## src/design/wsd_pkg.sv

```systemverilog
// shared types and constants for the websocket frame deframer
package wsd_pkg;

	localparam int QDEPTH = 4;
	localparam int QPTR_W = $clog2(QDEPTH);
	localparam int QCNT_W = $clog2(QDEPTH + 1);

	localparam logic [6:0] LEN_MAX_SHORT = 7'd125;
	localparam logic [6:0] LEN_EXT16     = 7'd126;
	localparam logic [3:0] EXT_NEED16    = 4'd2;
	localparam logic [3:0] EXT_NEED64    = 4'd8;
	localparam logic [2:0] KEY_NEED      = 3'd4;

	typedef enum logic [2:0] {
		PH_HEADER  = 3'd0,
		PH_LENGTH  = 3'd1,
		PH_EXTLEN  = 3'd2,
		PH_KEY     = 3'd3,
		PH_PAYLOAD = 3'd4
	} phase_t;

	typedef struct packed {
		logic [7:0] payload_byte;
		logic [3:0] frame_opcode;
		logic       final_fragment;
		logic       last_of_message;
		logic       empty_message;
	} result_t;

	// queue status toward the output side
	typedef struct packed {
		logic full;
		logic not_empty;
	} qstat_t;

endpackage

```

## src/design/wsd_front.sv

```systemverilog
// header parser: takes raw bytes, tracks framing and unmasks payload into the queue
module wsd_front import wsd_pkg::*; (
	input  logic       clk,
	input  logic       arst_n,
	input  logic       accept,
	input  logic [7:0] in_byte,
	output logic       push,
	output result_t    entry
);

	phase_t      phase_q, phase_d;
	logic        fin_q;
	logic [3:0]  opcode_q;
	logic        mask_on_q;
	logic [6:0]  short_len_q;
	logic [3:0]  ext_cnt_q;
	logic [63:0] len_acc_q;
	logic [31:0] key_q;
	logic [2:0]  key_cnt_q;
	logic [63:0] remain_q;
	logic [1:0]  key_idx_q;

	logic [63:0] acc_next;
	logic [3:0]  ext_cnt_inc;
	logic        ext_done;
	logic        ext_zero;
	logic [31:0] key_next;
	logic [2:0]  key_cnt_inc;
	logic        key_done;
	logic [63:0] remain_dec;
	logic        pay_last;
	logic        len_short;
	logic        len_zero;
	logic [7:0]  key_byte;

	assign acc_next    = {len_acc_q[55:0], in_byte};
	assign ext_cnt_inc = ext_cnt_q + 4'd1;
	assign ext_done    = ext_cnt_inc >= ((short_len_q == LEN_EXT16) ? EXT_NEED16 : EXT_NEED64);
	assign ext_zero    = acc_next == 64'd0;
	assign key_next    = {key_q[23:0], in_byte};
	assign key_cnt_inc = key_cnt_q + 3'd1;
	assign key_done    = key_cnt_inc >= KEY_NEED;
	assign remain_dec  = remain_q - 64'd1;
	assign pay_last    = remain_q == 64'd1;
	assign len_short   = in_byte[6:0] <= LEN_MAX_SHORT;
	assign len_zero    = in_byte[6:0] == 7'd0;

	// first key byte sits in the top byte of the key register
	always_comb begin
		unique case (key_idx_q)
			2'd0: key_byte = key_q[31:24];
			2'd1: key_byte = key_q[23:16];
			2'd2: key_byte = key_q[15:8];
			default: key_byte = key_q[7:0];
		endcase
	end

	// next state
	always_comb begin
		phase_d = phase_q;
		if (accept) begin
			unique case (phase_q)
				PH_LENGTH: begin
					if (!len_short) phase_d = PH_EXTLEN;
					else if (in_byte[7]) phase_d = PH_KEY;
					else if (len_zero) phase_d = PH_HEADER;
					else phase_d = PH_PAYLOAD;
				end
				PH_EXTLEN: begin
					if (ext_done) begin
						if (mask_on_q) phase_d = PH_KEY;
						else if (ext_zero) phase_d = PH_HEADER;
						else phase_d = PH_PAYLOAD;
					end
				end
				PH_KEY: begin
					if (key_done) phase_d = (remain_q == 64'd0) ? PH_HEADER : PH_PAYLOAD;
				end
				PH_PAYLOAD: begin
					if (pay_last) phase_d = PH_HEADER;
				end
				default: phase_d = PH_LENGTH;
			endcase
		end
	end

	// outputs toward the queue
	always_comb begin
		push                  = 1'b0;
		entry.payload_byte    = 8'd0;
		entry.frame_opcode    = opcode_q;
		entry.final_fragment  = fin_q;
		entry.last_of_message = 1'b1;
		entry.empty_message   = 1'b1;
		unique case (phase_q)
			PH_LENGTH:  push = accept && len_short && !in_byte[7] && len_zero;
			PH_EXTLEN:  push = accept && ext_done && !mask_on_q && ext_zero;
			PH_KEY:     push = accept && key_done && (remain_q == 64'd0);
			PH_PAYLOAD: begin
				push                  = accept;
				entry.payload_byte    = in_byte ^ (mask_on_q ? key_byte : 8'd0);
				entry.last_of_message = pay_last;
				entry.empty_message   = 1'b0;
			end
			default: push = 1'b0;
		endcase
	end

	always_ff @(posedge clk or negedge arst_n) begin
		if (!arst_n) begin
			phase_q <= PH_HEADER;
		end else begin
			phase_q <= phase_d;
		end
	end

	always_ff @(posedge clk or negedge arst_n) begin
		if (!arst_n) begin
			fin_q       <= 1'b0;
			opcode_q    <= 4'd0;
			mask_on_q   <= 1'b0;
			short_len_q <= 7'd0;
			ext_cnt_q   <= 4'd0;
			len_acc_q   <= 64'd0;
			key_q       <= 32'd0;
			key_cnt_q   <= 3'd0;
			remain_q    <= 64'd0;
			key_idx_q   <= 2'd0;
		end else if (accept) begin
			unique case (phase_q)
				PH_LENGTH: begin
					mask_on_q   <= in_byte[7];
					short_len_q <= in_byte[6:0];
					len_acc_q   <= 64'd0;
					ext_cnt_q   <= 4'd0;
					if (len_short) begin
						remain_q  <= {57'd0, in_byte[6:0]};
						key_idx_q <= 2'd0;
						key_cnt_q <= 3'd0;
						key_q     <= 32'd0;
					end
				end
				PH_EXTLEN: begin
					len_acc_q <= acc_next;
					ext_cnt_q <= ext_cnt_inc;
					if (ext_done) begin
						remain_q  <= acc_next;
						key_idx_q <= 2'd0;
						key_cnt_q <= 3'd0;
						key_q     <= 32'd0;
					end
				end
				PH_KEY: begin
					key_q     <= key_next;
					key_cnt_q <= key_cnt_inc;
					if (key_done) key_idx_q <= 2'd0;
				end
				PH_PAYLOAD: begin
					key_idx_q <= key_idx_q + 2'd1;
					remain_q  <= remain_dec;
				end
				default: begin
					fin_q       <= in_byte[7];
					opcode_q    <= in_byte[3:0];
					mask_on_q   <= 1'b0;
					short_len_q <= 7'd0;
					ext_cnt_q   <= 4'd0;
					len_acc_q   <= 64'd0;
					key_q       <= 32'd0;
					key_cnt_q   <= 3'd0;
					remain_q    <= 64'd0;
					key_idx_q   <= 2'd0;
				end
			endcase
		end
	end

endmodule

```

## src/design/wsd_queue.sv

```systemverilog
// short result queue between the parser and the output register
module wsd_queue import wsd_pkg::*; (
	input  logic    clk,
	input  logic    arst_n,
	input  logic    push,
	input  result_t push_data,
	input  logic    pop,
	output result_t pop_data,
	output qstat_t  stat
);

	result_t           mem_q [QDEPTH];
	logic [QPTR_W-1:0] wr_ptr_q;
	logic [QPTR_W-1:0] rd_ptr_q;
	logic [QCNT_W-1:0] count_q;

	assign stat.full      = count_q == QCNT_W'(QDEPTH);
	assign stat.not_empty = count_q != '0;
	assign pop_data       = mem_q[rd_ptr_q];

	always_ff @(posedge clk) begin
		if (push) mem_q[wr_ptr_q] <= push_data;
	end

	always_ff @(posedge clk or negedge arst_n) begin
		if (!arst_n) begin
			wr_ptr_q <= '0;
			rd_ptr_q <= '0;
			count_q  <= '0;
		end else begin
			if (push) wr_ptr_q <= wr_ptr_q + QPTR_W'(1);
			if (pop) rd_ptr_q <= rd_ptr_q + QPTR_W'(1);
			priority if (push && !pop) count_q <= count_q + QCNT_W'(1);
			else if (pop && !push) count_q <= count_q - QCNT_W'(1);
			else count_q <= count_q;
		end
	end

	a_no_overflow: assert property (@(posedge clk) disable iff (!arst_n)
		push |-> (!stat.full || pop))
		else $error("queue push while full");

	a_no_underflow: assert property (@(posedge clk) disable iff (!arst_n)
		pop |-> stat.not_empty)
		else $error("queue pop while empty");

	a_count_range: assert property (@(posedge clk) disable iff (!arst_n)
		count_q <= QCNT_W'(QDEPTH))
		else $error("queue count out of range");

	a_count_step: assert property (@(posedge clk) disable iff (!arst_n)
		(push && !pop) |=> count_q == $past(count_q) + QCNT_W'(1))
		else $error("queue count did not follow push");

endmodule

```

## src/design/wsd_back.sv

```systemverilog
// output register: drains the queue onto the result channel
module wsd_back import wsd_pkg::*; (
	input  logic       clk,
	input  logic       arst_n,
	input  qstat_t     stat,
	input  result_t    head,
	output logic       pop,
	input  logic       out_stall,
	output logic       out_valid,
	output logic [7:0] payload_byte,
	output logic [3:0] frame_opcode,
	output logic       final_fragment,
	output logic       last_of_message,
	output logic       empty_message
);

	logic    valid_q;
	result_t data_q;
	logic    room;

	// register is free when empty or its request is taken this cycle
	assign room = !valid_q || !out_stall;
	assign pop  = room && stat.not_empty;

	always_ff @(posedge clk or negedge arst_n) begin
		if (!arst_n) begin
			valid_q <= 1'b0;
		end else if (room) begin
			valid_q <= stat.not_empty;
		end
	end

	always_ff @(posedge clk) begin
		if (pop) data_q <= head;
	end

	assign out_valid       = valid_q;
	assign payload_byte    = data_q.payload_byte;
	assign frame_opcode    = data_q.frame_opcode;
	assign final_fragment  = data_q.final_fragment;
	assign last_of_message = data_q.last_of_message;
	assign empty_message   = data_q.empty_message;

endmodule

```

## src/design/websocket_frame_deframer_unit.sv

```systemverilog
// websocket frame deframer top level: parser, result queue and output register
// a result enters the queue on its accept edge, then the output register that drives out_valid
// throughput: one byte per cycle; the parser takes a byte every cycle the queue has room
// a four-entry queue lets the parser keep taking bytes while the output side is stalled
// reset: arst_n clears the parser to the header phase and empties the queue and output register
module websocket_frame_deframer_unit import wsd_pkg::*; (
	input  logic       clk,
	input  logic       arst_n,
	input  logic       in_valid,
	output logic       in_stall,
	input  logic [7:0] in_byte,
	output logic       out_valid,
	input  logic       out_stall,
	output logic [7:0] payload_byte,
	output logic [3:0] frame_opcode,
	output logic       final_fragment,
	output logic       last_of_message,
	output logic       empty_message
);

	logic    accept;
	logic    push;
	logic    pop;
	result_t entry;
	result_t head;
	qstat_t  stat;

	assign in_stall = stat.full;
	assign accept   = in_valid && !stat.full;

	wsd_front u_front (
		.clk     (clk),
		.arst_n  (arst_n),
		.accept  (accept),
		.in_byte (in_byte),
		.push    (push),
		.entry   (entry)
	);

	wsd_queue u_queue (
		.clk       (clk),
		.arst_n    (arst_n),
		.push      (push),
		.push_data (entry),
		.pop       (pop),
		.pop_data  (head),
		.stat      (stat)
	);

	wsd_back u_back (
		.clk             (clk),
		.arst_n          (arst_n),
		.stat            (stat),
		.head            (head),
		.pop             (pop),
		.out_stall       (out_stall),
		.out_valid       (out_valid),
		.payload_byte    (payload_byte),
		.frame_opcode    (frame_opcode),
		.final_fragment  (final_fragment),
		.last_of_message (last_of_message),
		.empty_message   (empty_message)
	);

endmodule
```

## config.mk

```make
export PLATFORM = sky130hd
export DESIGN_NAME = websocket_frame_deframer_unit
export DESIGN_NICKNAME = d
export VERILOG_FILES = /design/src/design/wsd_pkg.sv /design/src/design/wsd_front.sv /design/src/design/wsd_queue.sv /design/src/design/wsd_back.sv /design/src/design/websocket_frame_deframer_unit.sv
export SDC_FILE = /design/constraint.sdc
export NUM_CORES = 1
export LEC_CHECK = 0
export ABC_AREA = 1
export BUFFER_PORTS_ARGS = -buffer_cell sky130_fd_sc_hd__buf_2
export CORE_AREA = 2 2 200 202
export DETAILED_ROUTE_END_ITERATION = 10
export DIE_AREA = 0 0 202 204
export GPL_TIMING_DRIVEN = 1
export PLACE_DENSITY_LB_ADDON = 0.2
export SYNTH_ARGS = -nofsm -noshare
export SYNTH_HDL_FRONTEND = slang
export SYNTH_SLANG_ARGS = --single-unit
```

## constraint.sdc

```tcl
create_clock -name clk -period 3.46 [get_ports clk]
set_input_delay 0.173 -clock clk [delete_from_list [all_inputs] [get_ports clk]]
set_output_delay 0.173 -clock clk [all_outputs]
set_load 0.1 [all_outputs]
```

### Yosys cells after proc, flatten, opt, wreduce, memory -nomap -nowiden

Memory sizes are Yosys's and may differ from the RTL's. A register that Yosys moved wholly into a read port is not among the register bits.
Index checks and enable logic that the tools add are counted.

* $add $sub $neg: 8
* magnitude comparators: 3
* equality and inequality tests: 13
* mux-type cells: 37
* bitwise gates (word level): 6
* reductions and logical operators: 36

Operators with widths (count)
* case mux 64 bit (4 select lines): 1
* zero test 64 bit: 2
* two-way mux 64 bit: 2
* case mux 32 bit (4 select lines): 1
* case mux 56 bit (2 select lines): 1
* equality test 64 x 1 -> 1 bit, second input constant: 1
* two-way mux 32 bit: 2
* subtractor 64 x 1 -> 64 bit, second input constant: 1
* two-way mux 3 bit: 13
* case mux 3 bit (4 select lines): 2
* case mux 8 bit (3 select lines): 1
* two-way mux 8 bit: 2
* AND reduction 4 bit: 4
* case mux 7 bit (2 select lines): 1
* logical AND 1 bit: 12
* two-way mux 2 bit: 4
* inequality test 2 x 1 -> 1 bit, second input constant: 4
* case mux 2 bit (4 select lines): 1
* case mux 4 bit (2 select lines): 1
* bitwise XOR 8 bit: 1
* equality test 7 bit, second input constant: 1
* less-or-equal comparator 7 bit, second input constant: 1
* zero test 1 bit: 7
* zero test 7 bit: 1
* 24 further kinds: 36

* register bits: 185
* bits in writable memories: 60
* input bits: 12
* output and inout bits: 17
* logic and storage cells: 119
* memories kept: 1

Memories
* u_queue.mem_q: depth 4, width 15, read ports 1, clocked after memory_dff 1, wr ports 1, RTL line wsd_queue.sv:12 `result_t mem_q [QDEPTH];`

### Logic depth before layout (Yosys ltp)

* depth in word-level cells: 11
* gate-level depth with buffers: 19

### Modules after synthesis

From an unflattened synthesis, not the netlist that was laid out.

* cell total of the unflattened synthesis: 1848
* area total of the unflattened synthesis: 14003.4 sq um

Modules (own cells, without submodules)
* wsd_front: times used 1, cells each 1602, area each 10637.7 sq um, sequential area each 4429.2 sq um
* wsd_queue: times used 1, cells each 224, area each 2860.2 sq um, sequential area each 1976.9 sq um
* wsd_back: times used 1, cells each 20, area each 495.5 sq um, sequential area each 475.5 sq um
* websocket_frame_deframer_unit: times used 1, cells each 2, area each 10.0 sq um, sequential area each 0.0 sq um

### Worst setup path before layout

OpenSTA, ideal clock, no wires.

* kind: register to register
* start point: reg u_front.ext_cnt_q[0]
* end point: reg u_queue.count_q[2]
* library setup time: 124 ps
* arrival time: 2525 ps
* data required time: 3336 ps
* slack: 811 ps
* cell stages (with the launch flop): 18
* cells stage by stage: dfrtp_1 -> ha_1 -> inv_1 -> ha_1 -> a21oi_1 -> nand2_1 -> nand2_1 -> a21oi_1 -> nand3_1 -> nand3_1 -> nand2_1 -> inv_1 -> ha_1 -> inv_1 -> fa_1 -> a21oi_1 -> o21ai_0 -> xnor2_1

* cells in the longest elaborated chain, start to end: 9
* elaborated cells between the ends (all ways): 11
* those cells by class: 1 x add/sub; 1 x order compare; 2 x mux; 7 x reduce/logical

RTL lines
* from (decl): RTL line wsd_front.sv:16 `logic [3:0] ext_cnt_q;`
* from (signal assigned): RTL line wsd_front.sv:145 `ext_cnt_q <= ext_cnt_inc;`
* adder 4 x 1 -> 4 bit *: RTL line wsd_front.sv:37 `assign ext_cnt_inc = ext_cnt_q + 4'd1;`
* greater-or-equal comparator 4 bit *: RTL line wsd_front.sv:38 `assign ext_done = ext_cnt_inc >= ((short_len_q == LEN_EXT16) ? EXT_NEED16 : EXT_NEED64);`
* logical AND 1 bit * (3 in series): RTL line wsd_front.sv:97 `PH_EXTLEN: push = accept && ext_done && !mask_on_q && ext_zero;`
* case mux 1 bit (4 select lines) *: RTL line wsd_front.sv:95 `unique case (phase_q)`
* via push: RTL line websocket_frame_deframer_unit.sv:22 `logic push;`
* zero test 1 bit: RTL line wsd_queue.sv:34 `else if (pop && !push) count_q <= count_q - QCNT_W'(1);`
* logical AND 1 bit: RTL line wsd_queue.sv:34
* nonzero test 2 bit (no source line)
* to (signal assigned): RTL line wsd_queue.sv:33 `priority if (push && !pop) count_q <= count_q + QCNT_W'(1);`
* to (signal assigned): RTL line wsd_queue.sv:34
* to (signal assigned): RTL line wsd_queue.sv:35 `else count_q <= count_q;`
* to (decl): RTL line wsd_queue.sv:15 `logic [QCNT_W-1:0] count_q;`

Mark *: on every way through the listed nets, which the timed path passes. The rest lies on a longest branch.
A chain may end at the register's enable or synchronous reset.

### Worst setup path after layout

* start point: reg u_front.remain_q[38]
* end point: reg u_queue.count_q[2]

* cells in the longest elaborated chain, start to end: 6
* elaborated cells between the ends (all ways): 8
* those cells by class: 2 x mux; 6 x reduce/logical

RTL lines
* from (decl): RTL line wsd_front.sv:20 `logic [63:0] remain_q;`
* from (signal assigned): RTL line wsd_front.sv:137 `remain_q <= {57'd0, in_byte[6:0]};`
* from (signal assigned): RTL line wsd_front.sv:147 `remain_q <= acc_next;`
* from (signal assigned): RTL line wsd_front.sv:160 `remain_q <= remain_dec;`
* zero test 64 bit *: RTL line wsd_front.sv:98 `PH_KEY: push = accept && key_done && (remain_q == 64'd0);`
* logical AND 1 bit *: RTL line wsd_front.sv:98
* case mux 1 bit (4 select lines) *: RTL line wsd_front.sv:95
* via push: RTL line websocket_frame_deframer_unit.sv:22
* zero test 1 bit: RTL line wsd_queue.sv:34
* logical AND 1 bit: RTL line wsd_queue.sv:34
* nonzero test 2 bit (no source line)

Marks and branches as above.

==> results.yml <==
run_status:
  status: "complete, no violations"
global_routing:
  grt-ovfl-total: 0
  groute.usage.overall_pct: 19.4
  antenna_found_initial: 0
  grt_max_degree: 74
  grt_first_pass_wirelength_mm: 63.8
  grt_pass1_vias: 11472
die:
  rows: 73
  fp.dieH_um: 204
  die_w_um: 202
  core_mm2: 0.0392
  die-area_mm2: 0.0412
  initial_core_util_pct: 34.6
  io_pins: 29
power_and_ir_drop:
  switching_share_pct: 50.7
  power_per_cell_area_mw_per_mm2: 1010
  ir_worst_vdd_mv: 0.427
  pwr-share-clk_pct: 21.3
  internal_power_w: 0.00772
  power_frac_comb_pct: 52.1
  p_leak_nw: 7.46
  power_switching_w: 0.00792
  seqPwrFrac_pct: 26.6
synthesis:
  synth_common_cells: "nand2_1, nor2_1, dfrtp_1"
  synth_top_family_by_area: "simple AND/OR/NAND/NOR gates"
  yosysTopAreaCellShare_pct: 34.1
  syn_area_per_cell_um2: 7.56
  syn-instance-count: 1795
  synth-simple-area-share_pct: 30.2
  synth_xor_area_share_pct: 0.581
  synth_fp_nets: 1824
  synth_fa_ha_area_share_pct: 1.62
  yosysMostFrequentCell: "nand2_1"
  ys_types: 33
  synth.cell_area_mm2: 0.0136
  synth_compound_area_share_pct: 10.8
  yosysSeqAreaShare_pct: 50.7
  ys.flop_type: "dfrtp_1"
  synth_top_area_cell: "dfrtp_1"
  synth_area_leaders: "dfrtp_1, nand2_1, edfxtp_1, nor2_1, o21ai_0"
  synth_async_sr_flop_share_pct: 71.2
  synth_edf_count: 75
  synth_seq_cells: 260
  synth.area.mux_share_pct: 0
  ys_warn_count: 0
clock_network:
  cts_tree: "built"
  post_cts_buffers: 0
  cts_root_buffer: "clkbuf_16"
  clock_sinks: 260
  cts_max_level: 1
  clk_latency_ns: 0.59
  clkTransAtPathRegs_ns: 0.06
  cts.path.max_buffers: 3
  cts_buffers: 31
worst_setup_path:
  cp-end-kind: "flop"
  critPathLaunchType: "flop"
  cp.buffers_inverters: 2
  path_class: "reg2reg"
  rrSetupSlack_ns: 0.50
  critical_path_required_ns: 3.92
  critPathTopFamily: "simple AND/OR/NAND/NOR gates"
  path_cells: "nor2_1 -> nand2_1 -> nor2_1 -> nand2_1 -> nor2_1 -> nand3_1 -> nand3_1 -> nand2_1 -> inv_1 -> ha_1 -> inv_1 -> fa_1 -> a21oi_1 -> o21ai_0 -> xnor2_1"
  cpPeakStageDelay_ns: 0.42
  crit_path_max_fanout: 7
  cp.arrival_ns: 3.43
  cp_slowest_cell: "dfrtp_1"
placement:
  numPortBuffers: 28
  gp_congestion: 0.958
  dp_cells: 2307
  place_ws_ns: 0.519
  hpwl_mm: 27.4
detailed_routing:
  viasPerCell: 4.97
  first_pass_iters: 5
  wl_per_cell_um: 16.6
  drc: 0
  via_count: 11793
  drt_iter0_drc: 868
  ant_nets: 0
  wl_mm: 39.5
timing:
  finalCritPeriodShare_pct: 85.7
  max_slew.worst_pin.slew_ns: 0.944
  tns_ns: 0
  rsz0062_at_grt: "false"
  relSlewSlack_pct: 37.0
  fmax_mhz: 337
  post-route-min-period_ns: 2.96
  finClkSkew_ns: 0.0140
  setup_viol: 0
  fin_ws_ns: 0.496
  hold_viol_final: 0
  final-max-slew-violation-count: 0
worst_hold_path:
  worstHoldPathType: "in2async"
cells_and_area:
  area_growth_pct: 13.7
  nNetsFinal: 1854
  antenna_cells: 0
  fill_cells: 4064
  fin_cells: 2373
  final_layout_size_suffix_gt1_share_pct: 6.71
job:
  cap_violations: 0
-- worst register-to-register path: cells and delay by family, from the launching register on --
| kind | cells | cell delay, ns |
|---|---|---|
| AO/OA/AOI/OAI | 2 | 0.25 |
| XOR/XNOR | 1 | 0.13 |
| adder cells (fa/ha/maj) | 2 | 0.52 |
| buffers and inverters | 2 | 0.17 |
| flip-flops | 1 | 0.42 |
| AND/OR/NAND/NOR | 8 | 1.36 |
-- final timing paths --
check / start / endpoint / cells after the start
setup / recovery: u_front.remain_q[38]$_DFFE_PN0P_ / u_queue.count_q[2]$_DFFE_PN0P_ / 15
hold reg to reg: u_front.short_len_q[6]$_DFFE_PN0P_ / u_front.short_len_q[6]$_DFFE_PN0P_ / 2
max in group asynchronous: arst_n / u_front.key_q[1]$_DFFE_PN0P_ / 3
hold / removal: arst_n / u_front.len_acc_q[12]$_DFFE_PN0P_ / 2
setup reg to reg: u_front.remain_q[38]$_DFFE_PN0P_ / u_queue.count_q[2]$_DFFE_PN0P_ / 15
min in group clk: in_valid / u_front.ext_cnt_q[0]$_DFFE_PN0P_ / 4
-- power by group through the flow --
stage | Clock [W] | Combinational (W) | Sequential [W]
5_1_grt | 0.00354 | 0.00905 | 0.00423
4_1_cts | 0.00341 | 0.00809 | 0.00416
3_3_place_gp | 0 | 0.00804 | 0.00420
6_report | 0.00333 | 0.00815 | 0.00416
2_1_floorplan | 0 | 0.00505 | 0.00480
3_5_place_dp | 0 | 0.00804 | 0.00421
-- state kept, by name, summed over array words and instances, names as in the netlist, 2 cells and up --
signal and count:
u_back.frame_opcode 4, u_back.payload_byte 8, u_front.ext_cnt_q 4, u_front.key_cnt_q 3, u_front.key_idx_q 2, u_front.key_q 32
u_front.len_acc_q 56, u_front.opcode_q 4, u_front.phase_q 3, u_front.remain_q 64, u_front.short_len_q 7, u_queue.count_q 3
u_queue.mem_q 60, u_queue.rd_ptr_q 2, u_queue.wr_ptr_q 2
-- metal layers --
metal,wire [µm],vias to the layer above,track usage (%)
met2,18300,294,31.8
met1,18300,5557,26.9
met5,0,-,0
met4,946,0,5.59
li1,-,5884,-
met3,1880,58,2.58
-- cell type report --
cell class	count	area [µm²]	area share [%]
clock buffers	41	873	5.66
flip-flops and latches	260	6880	44.6
inverters	134	503	3.26
repair buffers	67	479	3.10
clock inverters	15	168	1.09
well taps	525	657	4.25
multi-input cells	1331	5880	38.1
-- cell usage in the layout (no fill, tap or decap), types with 2 or more instances in the layout --
cell,netlist,final
o22ai_1,21,21
inv_2,6,6
a31oi_1,9,9
clkinv_2,0,9
nor2_1,257,257
buf_4,12,28
nor3_4,1,2
dlygate4sd3_1,0,10
nand3_1,144,144
o21bai_1,2,2
xnor2_1,3,3
bufinv_16,0,3
inv_1,127,127
clkbuf_8,0,7
dfrtp_1,185,185
nor2_4,2,3
nor2_2,4,3
a21oi_1,38,38
clkbuf_16,0,31
o21ai_0,158,158
o211ai_1,2,2
nand2_1,611,611
nand3b_1,2,2
ha_1,16,16
clkinv_1,1,2
xor2_1,6,6
buf_2,13,27
edfxtp_1,75,75
o31ai_1,9,9
clkbuf_1,39,4
o21ai_1,39,39
-- logic make-up after synthesis --
family	Yosys count
DFF	260
xor gates and xnor gates	9
adders and majority gates	17
buffers and inverters	204
and+or+nand+nor	1027
AOI/OAI and AO/OA	278
-- stage by stage --
stage | area [µm²] | power, W | utilization [%] | hold WS (ns)
after CTS | 15400 | 0.0157 | 39.4 | 0.176
final | 15400 | 0.0156 | 39.4 | 0.166
after global placement | 14300 | 0.0122 | 36.5 | 0.255
after global routing | 15400 | 0.0168 | 39.4 | 0.195
after detailed placement | 14300 | 0.0122 | 36.5 | 0.259
after floorplan | 13600 | 0.00986 | - | -0.123
-- repair_timing --
| action | in CTS | in global routing |
|---|---|---|
| hold buffers | 10 | 0 |
| endpoints found under the hold margin | 88 | 0 |
| endpoints found under the setup margin | 0 | 0 |
| gates resized for setup | 0 | 0 |
(Power assumes the default switching activity.)
